### config.mk
export PLATFORM = sky130hd
export DESIGN_NAME = tsc_offset
export DESIGN_NICKNAME = d
export VERILOG_FILES = /design/src/tsc_pkg.sv /design/src/tsc_offset.sv
export SDC_FILE = /design/constraint.sdc
export NUM_CORES = 2
export LEC_CHECK = 0
export BUFFER_PORTS_ARGS = -buffer_cell sky130_fd_sc_hd__buf_2
export CAP_MARGIN = 40
export CORE_AREA = 3 3 380 457
export CTS_CLUSTER_SIZE = 25
export DETAILED_ROUTE_END_ITERATION = 8
export DIE_AREA = 0 0 383 460
export GPL_TIMING_DRIVEN = 1
export SYNTH_ARGS = -nofsm -noshare
export SYNTH_HDL_FRONTEND = slang
export SYNTH_SLANG_ARGS = --single-unit
### constraint.sdc
create_clock -name clk -period 4.22 [get_ports clk]
set_input_delay 0 -clock clk [delete_from_list [all_inputs] [get_ports clk]]
set_output_delay 0 -clock clk [all_outputs]
set_load 0.05 [all_outputs]
### src/tsc_pkg.sv
// Package for the quadratic-spline particle weight pipeline.
// Request and result payload structs, and the fixed field widths.
// No dependencies.
package tsc_pkg;

    localparam int POS_BITS        = 32;
    localparam int SPACING_BITS    = 31;
    localparam int SLOT_FIELD_BITS = 16;
    localparam int W_BITS          = 20;

    typedef struct packed {
        logic signed [POS_BITS-1:0]     particle_pos_a;
        logic signed [POS_BITS-1:0]     particle_pos_b;
        logic signed [POS_BITS-1:0]     node_pos_a;
        logic signed [POS_BITS-1:0]     node_pos_b;
        logic        [SPACING_BITS-1:0] spacing_a;
        logic        [SPACING_BITS-1:0] spacing_b;
        logic [SLOT_FIELD_BITS-1:0]     particle_slot;
        logic                           cell_skip;
        logic                           last_particle;
    } particle_t;

    typedef struct packed {
        logic signed [W_BITS-1:0]   w_r0c0;
        logic signed [W_BITS-1:0]   w_r0c1;
        logic signed [W_BITS-1:0]   w_r0c2;
        logic signed [W_BITS-1:0]   w_r1c0;
        logic signed [W_BITS-1:0]   w_r1c1;
        logic signed [W_BITS-1:0]   w_r1c2;
        logic signed [W_BITS-1:0]   w_r2c0;
        logic signed [W_BITS-1:0]   w_r2c1;
        logic signed [W_BITS-1:0]   w_r2c2;
        logic [SLOT_FIELD_BITS-1:0] slot_out;
        logic                       weights_valid;
        logic                       last_out;
    } weight_t;

endpackage

### src/tsc_offset.sv
// Normalised offset (node - particle) / spacing, saturated to [-1, 1].
// Pipelined restoring divider, one quotient bit per stage; FRAC+4 stages.
// Depends on tsc_pkg.
module tsc_offset
    import tsc_pkg::*;
#(
    parameter int FRAC = 16
)
(
    input  logic                          clk,
    input  logic [FRAC+3:0]               en,
    input  logic signed [POS_BITS-1:0]    node,
    input  logic signed [POS_BITS-1:0]    part,
    input  logic [SPACING_BITS-1:0]       spacing,
    output logic signed [FRAC+1:0]        offset
);

    localparam logic [FRAC:0] ONE = {1'b1, {FRAC{1'b0}}};

    // stage 0: difference
    logic [POS_BITS:0]     diff_reg;
    logic [SPACING_BITS-1:0] sp0_reg;

    // stage 1: magnitude and sign
    logic [POS_BITS-1:0]   mag_reg;
    logic [POS_BITS:0]     diff_neg;
    logic                  neg1_reg;
    logic [SPACING_BITS-1:0] sp1_reg;

    // divider stages
    logic [SPACING_BITS-1:0] rem_reg  [FRAC+1];
    logic [FRAC:0]           quo_reg  [FRAC+1];
    logic [SPACING_BITS-1:0] sp_reg   [FRAC+1];
    logic                    neg_reg  [FRAC+1];
    logic                    sat_reg  [FRAC+1];
    logic                    zero_reg [FRAC+1];

    logic                    ge_first;
    logic [POS_BITS-1:0]     sub_first;

    logic signed [FRAC+1:0]  offset_reg;
    logic                    big;
    logic [FRAC:0]           mag_x;

    always_ff @(posedge clk)
    begin
        if (en[0])
        begin
            diff_reg <= {node[POS_BITS-1], node} - {part[POS_BITS-1], part};
            sp0_reg  <= spacing;
        end
    end

    assign diff_neg = -diff_reg;

    always_ff @(posedge clk)
    begin
        if (en[1])
        begin
            mag_reg  <= diff_reg[POS_BITS] ? diff_neg[POS_BITS-1:0] : diff_reg[POS_BITS-1:0];
            neg1_reg <= diff_reg[POS_BITS];
            sp1_reg  <= sp0_reg;
        end
    end

    // Leading quotient bit; mag >= 2*sp means the quotient exceeds one anyway.
    assign ge_first  = mag_reg >= {1'b0, sp1_reg};
    assign sub_first = mag_reg - {1'b0, sp1_reg};

    always_ff @(posedge clk)
    begin
        if (en[2])
        begin
            rem_reg[0]  <= ge_first ? sub_first[SPACING_BITS-1:0]
                                    : mag_reg[SPACING_BITS-1:0];
            quo_reg[0]  <= (FRAC+1)'(ge_first);
            sp_reg[0]   <= sp1_reg;
            neg_reg[0]  <= neg1_reg;
            sat_reg[0]  <= mag_reg >= {sp1_reg, 1'b0};
            zero_reg[0] <= mag_reg == '0;
        end
    end

    for (genvar j = 1; j <= FRAC; j++)
    begin : g_div
        logic [POS_BITS-1:0] r2;
        logic [POS_BITS-1:0] diff;
        logic                ge;

        assign r2   = {rem_reg[j-1], 1'b0};
        assign ge   = r2 >= {1'b0, sp_reg[j-1]};
        assign diff = r2 - {1'b0, sp_reg[j-1]};

        always_ff @(posedge clk)
        begin
            if (en[2+j])
            begin
                rem_reg[j]  <= ge ? diff[SPACING_BITS-1:0] : r2[SPACING_BITS-1:0];
                quo_reg[j]  <= {quo_reg[j-1][FRAC-1:0], ge};
                sp_reg[j]   <= sp_reg[j-1];
                neg_reg[j]  <= neg_reg[j-1];
                sat_reg[j]  <= sat_reg[j-1];
                zero_reg[j] <= zero_reg[j-1];
            end
        end
    end

    assign big = sat_reg[FRAC] || (quo_reg[FRAC][FRAC] && (|quo_reg[FRAC][FRAC-1:0]));

    always_comb
    begin
        if (zero_reg[FRAC])
            mag_x = '0;
        else if (big)
            mag_x = ONE;
        else
            mag_x = quo_reg[FRAC];
    end

    always_ff @(posedge clk)
    begin
        if (en[FRAC+3])
            offset_reg <= neg_reg[FRAC] ? -signed'({1'b0, mag_x}) : signed'({1'b0, mag_x});
    end

    assign offset = offset_reg;

endmodule

==> metrics.md <==
| Metric | Value |
|---|---|
| Critical Path Fanout Max | 17 |
| RSZ-0062 raised after global routing | false |
| Setup TNS | 0 ns |
| CTS sink cnt | 1,342 |
| Final period utilization | approximately 94% |
| CTS tree | done |
| First-pass GRT wire length | about 270 mm |
| Crit-path cells | ha_1, and3_1, a221oi_2, a21oi_1, o211ai_1, a31o_2, a21oi_1, nand2b_1, a41oi_1, nor2_2, buf_12, mux2_2 |
| CTS Buf Count | 152 |
| Hold_ws | between 0.09 and 0.1 ns |
| H-tree depth | 4 |
| Leakage | about 36 nW |
| Starting DRT DRC Count | roughly 1,900 |
| Clk root buf | clkbuf_16 |
| Final Slew Violations | 0 |
| # DRC | 0 |
| DPL Wire Length | between 100 and 150 mm |
| Mean post-synth cell area | around 12 sq um |
| Net Sw Power | roughly 23 mW |
| Global Route Usage Sum | about a fifth |
| Xor and xnor fraction of the mapped netlist area | under 10% |
| Nets | 7,824 |
| Yosys cell types | 99 |
| Compound-Gate Fraction of Synth Area | roughly 15% |
| Post-Synth Simple-Gate Area | under 10% |
| Final setup vio count | 0 |
| Ant. Diodes | 0 |
| Largest net degree at the start of global routing | 67 |
| Drt total wl | around 170 mm |
| Vias post-DR | between 50,000 and 60,000 |
| Top FF cell, synth | edfxtp_1 |
| Buf/Inv on CP | 1 |
| Most used cell, CP | a21oi_1 |
| Die ar. | around 180,000 sq um |
| Post-synth ARST share | 0% |
| Measured slew at the worst slew-check pin | slightly below 0.9 ns |
| FMAX | ~250 MHz |
| Core area | between 150,000 and 200,000 sq um |
| Power share of the sequential group | between 30% and 40% |
| Slack of the worst reg-to-reg path | 0.24 ns |
| Final ANT Viol Nets | 0 |
| Routed len/inst | 17.51 microns |
| CTS Buffer Depth | 3 |
| Mapped Cells | about 6,600 |
| Post-CTS Setup Inserts | 0 |
| Post-Route Utilization | approximately 51% |
| WP data required | 4.75 ns |
| Combinational family with the most area after synthesis | compound AO/OA/AOI/OAI gates |
| Reg clk slew, reported paths | 0.06 ns |
| CP max stage delay | about 0.72 ns |
| Clk network pwr share | about a fifth |
| Rel. slew slack | between 40 and 50% |
| Die H | 460 microns |
| Remaining Overflow, GRT | 0 |
| Crit path DAT | 4.51 ns |
| Port Buffers | 133 |
| Flops & latches, synth | 1,342 |
| Hold Path Class | in -> reg |
| Synth Area in Adders | 10.17% |
| Pre-antenna DRT Iters | 6 |
| Max-cap violations | 0 |
| Top delay family on crit path | compound AO/OA/AOI/OAI gates |
| Internal power | 40.72 mW |
| Post-Syn Area | between 70,000 and 80,000 sq um |
| Initial antenna violation count | 1 |
| Worst Setup Path Type | reg -> reg |
| Reg area | roughly 40,000 sq um |
| # rows | about 170 |
| Mux cell area share after synthesis | a little under 4% |
| Hold Fails Final Rpt | 0 |
| Worst skew pair latency | 0.78 ns |
| Synthesized net count | 7,332 |
| Final Critical Period | around 4.0 ns |
| Die W | between 300 and 400 microns |
| Fraction of layout cells with a size suffix above 1 | between 10% and 20% |
| Routability Congestion | between 0.9 and 1 |
| Area of the multi-input gates | around 33,000 sq um |
| Slowest CP cell | nor2_2 |
| Max rail drop VDD | ~400 uV |
| Cell Pwr Density | 736.4 nW/um^2 |
| Synth Warn # | 0 |
| Initial Util | roughly 45% |
| # fillers | approximately 15,000 |
| Combinational fraction of design power | about 46% |
| Post-synthesis sequential area ratio | 52.96% |
| Status | finished, final reports clean |
| Worst setup EP type | flop |
| Final Skew | between 0.02 and 0.025 ns |
| P&R area growth vs syn | 14.33% |
| Startpoint Class | flop |
| Vias in the first global route | around 54,000 |
| # IOs | about 130 |
| DR vias/cell | about 5.4 |
| EDFF count, synth | approximately 1,300 |
| Switch share | a little over a third |
[power by group through the flow]
stage	clock (mW)	combinational [mW]	sequential [mW]
floorplan	0	22.1	21.1
global placement	0	28.9	21.8
detailed placement	0	29.3	21.8
CTS	13.1	29.8	21.6
global route	13.7	32.9	21.9
finish	12.8	29.7	21.6
[path summary, 6_finish.rpt]
path	endpoint	cells past startpoint	from
max	rem_reg[0][467]$_DFFE_PP_	12	rem_reg[0][437]$_DFFE_PP_
max reg2reg	rem_reg[0][467]$_DFFE_PP_	12	rem_reg[0][437]$_DFFE_PP_
min	diff_reg[22]$_DFFE_PP_	6	part[21]
min reg2reg	sat_reg[0][9]$_DFFE_PP_	0	sat_reg[0][8]$_DFFE_PP_
[cell usage in the layout (no fill, tap or decap), types with 170 or more instances in the layout]
cell              n
inv_1           692
a21oi_1         572
xnor2_1         315
ha_1            591
xor2_1          170
nor2_1          407
dlygate4sd3_1   182
mux2_2          217
o21ai_0         290
a21o_1          295
nand2_1         326
edfxtp_1       1342
[timing repair]
action,CTS,global route
hold endpoints to repair,825,0
hold buffers,182,0
gates resized for setup,0,0
[tightest hold or removal path, stage by stage]
cell	delay, ns
buf_2	0.09
inv_1	0.04
ha_1	0.17
or2_2	0.13
and3_1	0.20
xor2_1	0.07
[per-stage QoR]
stage | instances | power (mW) | area, sq um | worst slack, ns
after floorplan | 6608 | 43.24 | 76090 | 0.7483
after global placement | 9030 | 50.70 | 80320 | 0.2457
after detailed placement | 9032 | 51.17 | 80370 | 0.2151
after CTS | 9492 | 64.52 | 86990 | 0.2057
after global routing | 9492 | 68.56 | 86990 | 0.002339
final | 9492 | 64.06 | 86990 | 0.2351
[cell type report]
cell class,instances,area share [%]
Sequential cell,1342,46.32
Multi-Input combinational cell,4451,37.59
Clock buffer,190,4.585
Timing Repair Buffer,459,4.309
Tap cell,2268,3.262
Inverter,694,2.994
Clock inverter,88,0.9334
[kinds of logic after synthesis]
group           count (synthesis)
compound gates               1738
flops                        1342
xor+xnor                      485
fa+ha+maj                     608
buf+inv                       815
mux                           261
simple gates                 1359
[synthesized netlist by cell type, drive strengths merged (9+ instances only)]
| cell type | count | area share (%) |
|---|---|---|
| nand4 | 78 | 0.64 |
| mux2 | 251 | 3.7 |
| a31oi | 63 | 0.52 |
| o2111ai | 9 | 0.10 |
| or4 | 12 | 0.12 |
| nand2 | 326 | 1.6 |
| o211ai | 33 | 0.33 |
| nand3 | 96 | 0.63 |
| nor2b | 73 | 0.60 |
| edfxtp | 1342 | 53 |
| a21o | 295 | 2.9 |
| inv | 694 | 3.4 |
| a211oi | 57 | 0.58 |
| o21ai | 317 | 2.1 |
| o41ai | 21 | 0.30 |
| o21bai | 72 | 0.71 |
| nor2 | 410 | 2.0 |
| ha | 591 | 9.7 |
| a211o | 9 | 0.10 |
| xnor2 | 315 | 3.6 |
| clkbuf | 76 | 0.37 |
| a21oi | 575 | 3.8 |
| nor4 | 25 | 0.21 |
| fa | 17 | 0.45 |
| buf | 45 | 0.32 |
| or3 | 32 | 0.27 |
| xor2 | 170 | 2.0 |
| and4 | 13 | 0.15 |
| nor3 | 78 | 0.51 |
| mux2i | 10 | 0.13 |
| a2111oi | 18 | 0.29 |
| o21a | 80 | 0.79 |
| o31ai | 46 | 0.47 |
| and3 | 44 | 0.36 |
| o31a | 9 | 0.10 |
| a21boi | 16 | 0.17 |
| a311oi | 11 | 0.13 |
| a221oi | 12 | 0.16 |
| a31o | 21 | 0.24 |
| or2 | 21 | 0.17 |
| a41oi | 13 | 0.17 |
| nand2b | 82 | 0.67 |
| and2 | 36 | 0.30 |
| nand3b | 10 | 0.099 |
[routing by layer]
| metal | vias to the layer above | share of wire, % | routed length [microns] | global-route usage [%] |
|---|---|---|---|---|
| li1 | 25350 | - | - | - |
| met1 | 24090 | 31 | 51900 | 15.00 |
| met2 | 958 | 59 | 98750 | 40.53 |
| met3 | 560 | 2.6 | 4402 | 2.664 |
| met4 | 0 | 6.7 | 11200 | 12.07 |
| met5 | - | 0 | 0 | 0 |
(Power assumes the default switching activity.)
