--- src/tsc_pkg.sv ---
// Package for the quadratic-spline particle weight pipeline.
// Request and result payload structs, and the fixed field widths.
// No dependencies.
package tsc_pkg;

    localparam int POS_BITS        = 32;
    localparam int SPACING_BITS    = 31;
    localparam int SLOT_FIELD_BITS = 16;
    localparam int W_BITS          = 20;

    typedef struct packed {
        logic signed [POS_BITS-1:0]     particle_pos_a;
        logic signed [POS_BITS-1:0]     particle_pos_b;
        logic signed [POS_BITS-1:0]     node_pos_a;
        logic signed [POS_BITS-1:0]     node_pos_b;
        logic        [SPACING_BITS-1:0] spacing_a;
        logic        [SPACING_BITS-1:0] spacing_b;
        logic [SLOT_FIELD_BITS-1:0]     particle_slot;
        logic                           cell_skip;
        logic                           last_particle;
    } particle_t;

    typedef struct packed {
        logic signed [W_BITS-1:0]   w_r0c0;
        logic signed [W_BITS-1:0]   w_r0c1;
        logic signed [W_BITS-1:0]   w_r0c2;
        logic signed [W_BITS-1:0]   w_r1c0;
        logic signed [W_BITS-1:0]   w_r1c1;
        logic signed [W_BITS-1:0]   w_r1c2;
        logic signed [W_BITS-1:0]   w_r2c0;
        logic signed [W_BITS-1:0]   w_r2c1;
        logic signed [W_BITS-1:0]   w_r2c2;
        logic [SLOT_FIELD_BITS-1:0] slot_out;
        logic                       weights_valid;
        logic                       last_out;
    } weight_t;

endpackage

--- src/tsc_weights.sv ---
// Spline weights from one saturated offset: side-low, middle, side-high.
// Three stages: shifted magnitudes, squares, middle weight.
// Depends on tsc_pkg.
module tsc_weights
    import tsc_pkg::*;
#(
    parameter int FRAC = 16
)
(
    input  logic                   clk,
    input  logic [2:0]             en,
    input  logic signed [FRAC+1:0] x,
    output logic signed [FRAC+1:0] lo,
    output logic signed [FRAC+1:0] mid,
    output logic signed [FRAC+1:0] hi
);

    localparam logic signed [FRAC+2:0] HALF = {3'b000, 1'b1, {(FRAC-1){1'b0}}};
    localparam logic signed [FRAC+1:0] ONE  = {2'b01, {FRAC{1'b0}}};

    logic signed [FRAC+2:0] x_ext;
    logic signed [FRAC+2:0] s_lo;
    logic signed [FRAC+2:0] s_hi;
    logic [FRAC+2:0]        n_lo;
    logic [FRAC+2:0]        n_hi;
    logic [FRAC:0]          mlo_reg;
    logic [FRAC:0]          mhi_reg;
    logic [2*FRAC+1:0]      sq_lo;
    logic [2*FRAC+1:0]      sq_hi;
    logic [FRAC:0]          qlo_reg;
    logic [FRAC:0]          qhi_reg;
    logic signed [FRAC+1:0] lo_reg;
    logic signed [FRAC+1:0] mid_reg;
    logic signed [FRAC+1:0] hi_reg;

    assign x_ext = (FRAC+3)'(x);
    assign s_lo  = HALF + x_ext;
    assign s_hi  = HALF - x_ext;
    assign n_lo  = -s_lo;
    assign n_hi  = -s_hi;

    always_ff @(posedge clk)
    begin
        if (en[0])
        begin
            mlo_reg <= s_lo[FRAC+2] ? n_lo[FRAC:0] : s_lo[FRAC:0];
            mhi_reg <= s_hi[FRAC+2] ? n_hi[FRAC:0] : s_hi[FRAC:0];
        end
    end

    assign sq_lo = mlo_reg * mlo_reg;
    assign sq_hi = mhi_reg * mhi_reg;

    // times 0.5 folded into the shift
    always_ff @(posedge clk)
    begin
        if (en[1])
        begin
            qlo_reg <= sq_lo[2*FRAC+1:FRAC+1];
            qhi_reg <= sq_hi[2*FRAC+1:FRAC+1];
        end
    end

    always_ff @(posedge clk)
    begin
        if (en[2])
        begin
            lo_reg  <= signed'({1'b0, qlo_reg});
            hi_reg  <= signed'({1'b0, qhi_reg});
            mid_reg <= ONE - signed'({1'b0, qlo_reg}) - signed'({1'b0, qhi_reg});
        end
    end

    assign lo  = lo_reg;
    assign mid = mid_reg;
    assign hi  = hi_reg;

endmodule

--- config.mk ---
export PLATFORM = sky130hd
export DESIGN_NAME = tsc_weights
export DESIGN_NICKNAME = d
export VERILOG_FILES = /design/src/tsc_pkg.sv /design/src/tsc_weights.sv
export SDC_FILE = /design/constraint.sdc
export NUM_CORES = 1
export LEC_CHECK = 0
export BUFFER_PORTS_ARGS = -buffer_cell sky130_fd_sc_hd__buf_2
export CORE_MARGIN = 1.5
export CORE_UTILIZATION = 30
export DETAILED_ROUTE_END_ITERATION = 10
export GPL_ROUTABILITY_DRIVEN = 0
export GPL_TIMING_DRIVEN = 0
export PLACE_DENSITY = 0.53
export SYNTH_ARGS = -nofsm -noshare
export SYNTH_HDL_FRONTEND = slang
export SYNTH_SLANG_ARGS = --single-unit
--- constraint.sdc ---
create_clock -name clk -period 17.86 [get_ports clk]
set_input_delay 3.572 -clock clk [delete_from_list [all_inputs] [get_ports clk]]
set_output_delay 3.572 -clock clk [all_outputs]
set_load 0.03 [all_outputs]
==> results.cfg, run 1 <==
[die]
die_h_um = 270
die_w_um = 270
core_um2 = 70400
dieArea_um2 = 73100
initial_core_util_pct = 30.5
rows = 97
pin_count = 76

[critical_path]
crit_chain = clkbuf_1 -> clkbuf_1 -> nand2_1 -> fa_1 -> inv_1 -> ha_1 -> inv_1 -> fa_1 -> inv_1 -> ha_1 -> fa_1 -> inv_1 -> fa_1 -> inv_1 -> ha_1 -> a2111oi_2 -> o211a_1 -> o21ai_2 -> a21oi_1 -> o221ai_1 -> xnor2_1
slowest_delay_ns = 0.83
cpMostUsedCell = inv_1
start_kind = register
critPathTopFamily = adder cells
regToRegSetupSlack_ns = 10.34
cp-end-kind = register
endpoint = qhi_reg[16]$_DFFE_PP_
r2r_end = qhi_reg[16]$_DFFE_PP_
crit_buf_inv = 7
critPathKind = reg -> reg
setup.worst_path.start = mlo_reg[0]$_DFFE_PP_
ff2ff_path_depth = 21
worst-path-stages = 21
critPathSlowestCell = a2111oi_2
r2r-start = mlo_reg[0]$_DFFE_PP_
required_ns = 18.07
worst-path-max-fanout = 10
arrival_ns = 7.73

[route]
wire_per_inst_um = 15.5
drc = 0
detail_route.vias_per_cell = 4.43
final_antenna_net_count = 0
first_iter_violations = 718
drt_wl_total_mm = 49.9
drt_pre_antenna_iters = 5
num_vias = 14300

[synth]
ys_seq_elements = 119
seq_area_frac_synth_pct = 16.7
synth-edff-count = 119
ys_warn_count = 0
synthCells = 2183
synth_flop_cell = edfxtp_1
synthArstFlopShare_pct = 0
netlist_area_um2 = 21500
syn_area_per_cell_um2 = 9.83
yosysUniqueCellTypes = 75

[sta]
finalHoldViolCount = 0
drv_slew = 0
hold_slack_ns = 0.443
setup_viol_count_final = 0
fin_crit_sh_pct = 42.1
timing.fmax_mhz = 133
layout_min_cycle_time_ns = 7.52
fin_skew_ns = 0.0122
rsz0062_at_grt = no
timing.setup.tns_ns = 0
timing.final.ws_setup_ns = 10.34
tightest_slew_ns = 1.16
slew_headroom_pct = 22.8

[finish]
largest_reg_flops = 18
nNetsFinal = 2914
area.growth.synth_to_final_pct = 9.78
fillCellCount = 7338
drive_gt1_share_pct = 5.97
n_antenna_cell = 0

[place]
dp_worst_setup_slack_ns = 10.26
port_buffers = 62
dp_hpwl_mm = 42.3

[global_routing]
grt_overflow = 0
first_global_vias = 15700
antenna_found_initial = 0
grt_max_degree = 53
grtUsageTotal_pct = 14.2
grt_pass1_wl_mm = 81.7

[clocking]
cts_buffers = 17
cts_tree = done
clockBufferDepth = 2
cts_sinks = 119
root_buffer = clkbuf_16
clk_latency_ns = 0.47
post_cts_resized = 0
cts.clk_slew.worst_paths_ns = 0.06
postCtsHoldBufs = 0
cts_max_level = 4
cts_setup_buffers = 0

[outcome]
status = completed

[job]
cap_violations = 0

[hold_path]
min_path_type = reg -> reg
## per-layer routing
layer	part of all wire, %	routed length, um	up-vias	GRT usage (%)
li1	-	-	6826	-
met1	47	23400	7094	19.1
met2	46	23200	292	23.2
met3	5.1	2560	48	2.92
met4	1.6	777	0	3.65
met5	0	0	-	0
## placed cells by master, fill, tap and decap left out, drive strengths merged, types with 4 or more instances in the layout
master    n
fa      378
nor3     12
nand2   191
edfxtp  119
and3     13
a21o     31
buf      73
nand4    14
xor2     30
nor4      4
o31ai     4
or3       7
nand3    17
o21ai    31
and2    116
o211ai    5
ha      249
or2       4
clkbuf   68
inv     617
nor2b    15
a21oi    64
o21bai   12
a31oi     4
xnor2    81
o21a      5
a211oi    9
nor2     52
## metrics by stage
stage                     utilization, %  cells  cell area [um^2]
after floorplan                        -   2184             21500
after global placement              32.6   3186             22900
after CTS                           33.5   3218             23600
final                               33.5   3218             23600
after detailed placement            32.6   3186             22900
after global routing                33.5   3218             23600
## cell type report
cell class | count | area [um^2] | share of cell area [%]
repair buffers | 62 | 310 | 1.32
plain buffers | 62 | 282 | 1.20
clock buffers | 17 | 425 | 1.81
well taps | 940 | 1180 | 4.99
inverters | 607 | 2280 | 9.67
multi-input cells | 1396 | 15300 | 65.1
flip-flops and latches | 119 | 3570 | 15.2
clock inverters | 15 | 183 | 0.776
## cell families (layout without fill, tap and decap cells)
family                   count (synthesis)  count (layout)  synth area share [%]
flip-flops                             119             119                  16.7
other                                    1               2                0.0175
buffers and inverters                  669             763                  11.9
adder cells (fa/ha/maj)                627             627                  49.8
AO/OA/AOI/OAI                          191             191                  5.93
AND/OR/NAND/NOR                        463             463                  11.0
XOR/XNOR                               111             111                  4.53
multiplexers                             2               2                 0.105
## cell usage after synthesis, drive strengths merged (4+ instances only)
library cell / count / share of area (%)
a211oi: 9 / 0.34
a21o: 31 / 1.1
a21oi: 64 / 1.5
a31oi: 4 / 0.12
and2: 116 / 3.4
and3: 13 / 0.38
buf: 11 / 0.41
clkbuf: 51 / 0.90
edfxtp: 119 / 17
fa: 378 / 35
ha: 249 / 15
inv: 607 / 11
nand2: 191 / 3.4
nand3: 17 / 0.47
nand4: 14 / 0.41
nor2: 52 / 0.91
nor2b: 15 / 0.45
nor3: 12 / 0.33
nor4: 4 / 0.17
o211ai: 5 / 0.20
o21a: 5 / 0.17
o21ai: 31 / 0.74
o21bai: 12 / 0.42
o31ai: 4 / 0.20
or2: 4 / 0.12
or3: 7 / 0.30
xnor2: 81 / 3.3
xor2: 30 / 1.2
## worst min path at each step
stage	from	end	cells past startpoint
global placement	qhi_reg[1]$_DFFE_PP_	hi[1]$_DFFE_PP_	0
CTS	qhi_reg[7]$_DFFE_PP_	hi[7]$_DFFE_PP_	0
floorplan	qhi_reg[0]$_DFFE_PP_	hi[0]$_DFFE_PP_	0
global route	qhi_reg[1]$_DFFE_PP_	hi[1]$_DFFE_PP_	0
finish	qhi_reg[7]$_DFFE_PP_	hi[7]$_DFFE_PP_	0
detailed placement	qhi_reg[12]$_DFFE_PP_	hi[12]$_DFFE_PP_	0
Power of run 1 is not shown: default switching activity piles up to over one toggle a cycle in this logic, so the estimate is an artifact.
==> run 2, diff against run 1 <==
Settings changed: PLACE_DENSITY 0.53 to 0.54.
Clock period 17.86 ns to 6.15 ns, I/O delays scaled along.
==> run 2 against run 1 <==
Sequential share of layout area shrank 0.85 points; first-iteration DRC count is 12% higher; non-clock buffer count is 83 higher; worst setup slack got worse by 10 ns; critical path depth rose by 2; final area increased by 5.9%; core utilization grew 2.0 points; largest cell class unchanged; highest routed layer unchanged.
==> results.cfg, run 2 (same netlist as run 1, synthesis figures left out) <==
[outcome]
status = completed

[route]
highest_layer = met4
detail_route.vias_per_cell = 4.44
drt_wl_total_mm = 51.7
drt-met1-wl_mm = 24.1
wl_met3_mm = 2.27
drc = 0
drt_pre_antenna_iters = 5
met2WireLength_mm = 24.2
final_antenna_net_count = 0
wire_per_inst_um = 15.6
first_iter_violations = 807
num_vias = 14600

[critical_path]
critPathKind = reg -> reg
required_ns = 6.36
worst-path-max-fanout = 6
regToRegSetupSlack_ns = 0.17
critPathTopFamily = adder cells
cpMostUsedCell = fa_1
start_kind = register
arrival_ns = 6.19
crit_chain = buf_6 -> buf_4 -> and2_4 -> fa_1 -> inv_1 -> fa_1 -> inv_1 -> ha_2 -> fa_1 -> inv_1 -> fa_1 -> fa_1 -> inv_1 -> ha_1 -> o21a_1 -> o21a_1 -> o211ai_1 -> buf_4 -> o211a_4 -> o21ai_4 -> a21oi_4 -> o221ai_2 -> xnor2_1
crit_buf_inv = 7
slowest_delay_ns = 0.54
cp-end-kind = register
critPathSlowestCell = fa_1

[clocking]
clk_latency_ns = 0.47
root_buffer = clkbuf_16
cts_buffers = 17
cts_sinks = 119
clockBufferDepth = 2
cts_tree = done
cts.clk_slew.worst_paths_ns = 0.06
postCtsHoldBufs = 0
cts_max_level = 4

[die]
rows = 97
core_um2 = 70400
initial_core_util_pct = 30.5
die_w_um = 270
die_h_um = 270
dieArea_um2 = 73100
pin_count = 76

[finish]
final_cell_mix = inv_1 (599), fa_1 (370), ha_1 (235), nand2_1 (187), edfxtp_1 (119)
final_common_cell = inv_1
largest_reg_flops = 18
nNetsFinal = 2997
area.growth.synth_to_final_pct = 16.3
drive_gt1_share_pct = 13.8
finalInstanceArea_um2 = 24900

[sta]
setup_viol_count_final = 0
slew_headroom_pct = 25.1
tightest_slew_ns = 1.12
drv_slew = 0
timing.fmax_mhz = 167
finalHoldViolCount = 0
fin_crit_sh_pct = 97.2
layout_min_cycle_time_ns = 5.98
fin_skew_ns = 0.0161
rsz0062_at_grt = yes

[global_routing]
grtUsageTotal_pct = 14.5
grt_pass1_wl_mm = 83.5
first_global_vias = 15900
antenna_found_initial = 0
grt_overflow = 0
grt_max_degree = 53

[place]
dp_hpwl_mm = 42.2
port_buffers = 62
place_area_um2 = 22900

[job]
cap_violations = 0

[hold_path]
min_path_type = reg -> reg
-- run 2: per-stage QoR --
step / hold slack, ns / instances / util (%) / setup WS, ns / setup TNS [ns]
finish: 0.452 / 3302 / 35.4 / 0.172 / 0
global route: 0.469 / 3301 / 35.4 / -0.0543 / -0.234
CTS: 0.454 / 3268 / 34.5 / 0.00863 / 0
detailed placement: 0.439 / 3186 / 32.6 / -1.38 / -29.63
global placement: 0.439 / 3186 / 32.6 / -1.37 / -29.65
floorplan: 0.426 / 2184 / - / 0.155 / 0
-- run 2: what timing repair did --
item / in CTS / in global routing
pin swaps: 19 / 38
setup buffers: 53 / 34
gates resized for setup: 101 / 97
endpoints found under the setup margin: 34 / 27
-- run 2: path summary, 6_finish.rpt --
check,start,end,cells after the start
worst max register to register,mhi_reg[5]$_DFFE_PP_,qhi_reg[16]$_DFFE_PP_,23
worst max-delay path,mhi_reg[5]$_DFFE_PP_,qhi_reg[16]$_DFFE_PP_,23
worst min-delay path,qhi_reg[13]$_DFFE_PP_,hi[13]$_DFFE_PP_,0
worst min register to register,qhi_reg[13]$_DFFE_PP_,hi[13]$_DFFE_PP_,0
-- run 2: worst reg2reg max path, cell delays in order (launching register included) --
cell and delay (ns):
edfxtp_1 0.53, buf_6 0.20, buf_4 0.13, and2_4 0.14, fa_1 0.48, inv_1 0.06
fa_1 0.53, inv_1 0.04, ha_2 0.18, fa_1 0.54, inv_1 0.05, fa_1 0.49
fa_1 0.54, inv_1 0.04, ha_1 0.27, o21a_1 0.19, o21a_1 0.18, o211ai_1 0.17
buf_4 0.19, o211a_4 0.18, o21ai_4 0.11, a21oi_4 0.23, o221ai_2 0.12, xnor2_1 0.13
-- run 2: per-layer routing --
layer,up-vias,GRT usage [%]
li1,6986,-
met1,7300,19.6
met2,302,23.7
met3,59,2.54
met4,0,4.62
met5,-,0
-- run 2: cell type report --
cell class	count	area, um^2
antenna	1	2.50
buffer	58	483
clock buffer	17	425
clock inverter	15	200
fill	7136	45500
inverter	607	2280
multi-input combinational	1396	15700
sequential	119	3570
tap	940	1180
timing repair buffer	149	1060
Power of run 2 is left out for the same reason.
==> run 3, diff against run 2 <==
Settings changed: CORE_MARGIN 1.5 to not set.
==> run 3 against run 2 <==
Non-clock buffer count is 11 higher; count of clock-buffer cells in the layout stayed put; final area hardly changed; global-route usage is 0.18 points higher; critical endpoint is now qhi_reg[14]$_DFFE_PP_; largest cell class unchanged; highest routed layer unchanged.
==> results.cfg, run 3 (same netlist as run 1, synthesis figures left out) <==
[sta]
drv_slew = 0
setup_viol_count_final = 0
hold_slack_ns = 0.446
tightest_slew_ns = 1.17
finalHoldViolCount = 0
layout_min_cycle_time_ns = 5.97
timing.fmax_mhz = 168
fin_skew_ns = 0.0105
timing.setup.tns_ns = 0
fin_crit_sh_pct = 97.0
rsz0062_at_grt = yes
slew_headroom_pct = 22.2

[job]
cap_violations = 0

[finish]
largest_reg_flops = 18
nNetsFinal = 3008
drive_gt1_share_pct = 14.2
fillCellCount = 7128
n_antenna_cell = 0
ff_latch_area_um2 = 3570
final_common_cell = inv_1
final_cell_mix = inv_1 (601), fa_1 (364), ha_1 (231), nand2_1 (186), edfxtp_1 (119)
area.growth.synth_to_final_pct = 16.4
multiInputGateArea_um2 = 15700
final_core_util_pct = 35.5

[global_routing]
first_global_vias = 15900
grt_pass1_wl_mm = 84.1
antenna_found_initial = 2
grtUsageTotal_pct = 14.7
grt_overflow = 0
grt_max_degree = 53

[die]
die_w_um = 269
initial_core_util_pct = 30.5
pin_count = 76
core_um2 = 70400
rows = 97
dieArea_um2 = 72600
die_h_um = 269

[route]
first_iter_violations = 834
drc = 0
detail_route.vias_per_cell = 4.43
drt_wl_total_mm = 52.0
wire_per_inst_um = 15.7
num_vias = 14700
final_antenna_net_count = 0
drt_pre_antenna_iters = 6

[critical_path]
r2r-start = mhi_reg[10]$_DFFE_PP_
ff2ff_path_depth = 22
required_ns = 6.44
crit_chain = buf_6 -> buf_4 -> and2_4 -> fa_1 -> inv_1 -> fa_2 -> fa_1 -> inv_1 -> fa_1 -> fa_1 -> inv_1 -> fa_2 -> inv_1 -> ha_4 -> o211ai_1 -> buf_4 -> buf_4 -> o211a_1 -> o21a_1 -> o21bai_2 -> nand4_1 -> a32oi_1
regToRegSetupSlack_ns = 0.18
start_kind = register
critPathSlowestCell = fa_2
arrival_ns = 6.26
cp-end-kind = register
r2r_end = qhi_reg[14]$_DFFE_PP_
setup.worst_path.start = mhi_reg[10]$_DFFE_PP_
slowest_delay_ns = 0.56
critPathKind = reg -> reg
worst-path-max-fanout = 5

[hold_path]
hp-start = qhi_reg[6]$_DFFE_PP_
min_to = hi[6]$_DFFE_PP_
worst_hold_path.num_cells = 0
min_path_type = reg -> reg

[clocking]
root_buffer = clkbuf_16
cts_sinks = 119
postCtsHoldBufs = 0
clockBufferDepth = 2
cts_tree = done
cts_max_level = 4
cts.clk_slew.worst_paths_ns = 0.05
clk_latency_ns = 0.46
cts_buffers = 17

[outcome]
status = completed

[place]
port_buffers = 62
dp_hpwl_mm = 41.9
## run 3: cell type report
type | count | area share [%]
repair buffers | 161 | 4.62
clock buffers | 17 | 1.70
flip-flops and latches | 119 | 14.3
multi-input cells | 1396 | 63.0
inverters | 607 | 9.14
plain buffers | 57 | 1.88
clock inverters | 15 | 0.601
well taps | 940 | 4.71
## run 3: how the worst max path moves through the flow
stage	endpoint	slack (ns)	cells after the start
2_1_floorplan	qhi_reg[16]$_DFFE_PP_	0.15	22
3_3_place_gp	qhi_reg[16]$_DFFE_PP_	-1.39	21
3_5_place_dp	qhi_reg[16]$_DFFE_PP_	-1.39	21
4_1_cts	qhi_reg[10]$_DFFE_PP_	0.005	21
5_1_grt	qhi_reg[10]$_DFFE_PP_	-0.03	24
6_report	qhi_reg[14]$_DFFE_PP_	0.18	22
## run 3: worst max-delay path: cells and delay by family (launching register included)
kind / cells / cell delay, ns
adders and majority gates: 7 / 3.31
DFF: 1 / 0.45
buffers and inverters: 8 / 0.87
AOI/OAI and AO/OA: 5 / 0.89
and+or+nand+nor: 2 / 0.26
## run 3: timing repair
| item | CTS | global route |
|---|---|---|
| pin swaps | 18 | 53 |
| resized for setup | 98 | 96 |
| buffers inserted | 65 | 34 |
| endpoints found under the setup margin | 34 | 28 |
## run 3: stage by stage
| step | area, um^2 | std cells | worst slack (ns) |
|---|---|---|---|
| after detailed placement | 22900 | 3186 | -1.39 |
| after global placement | 22900 | 3186 | -1.39 |
| after global routing | 25000 | 3312 | -0.0274 |
| after CTS | 24300 | 3280 | 0.00529 |
| after floorplan | 21500 | 2184 | 0.155 |
| final | 25000 | 3312 | 0.184 |
## run 3: per-layer routing
layer	share of wire (%)	vias to the layer above	wire [um]	global-route usage, %
li1	-	7023	-	-
met1	47	7287	24400	19.9
met2	47	314	24200	24.0
met3	4.6	47	2390	2.59
met4	1.9	0	1010	4.31
met5	0	-	0	0
Power of run 3 is left out for the same reason.
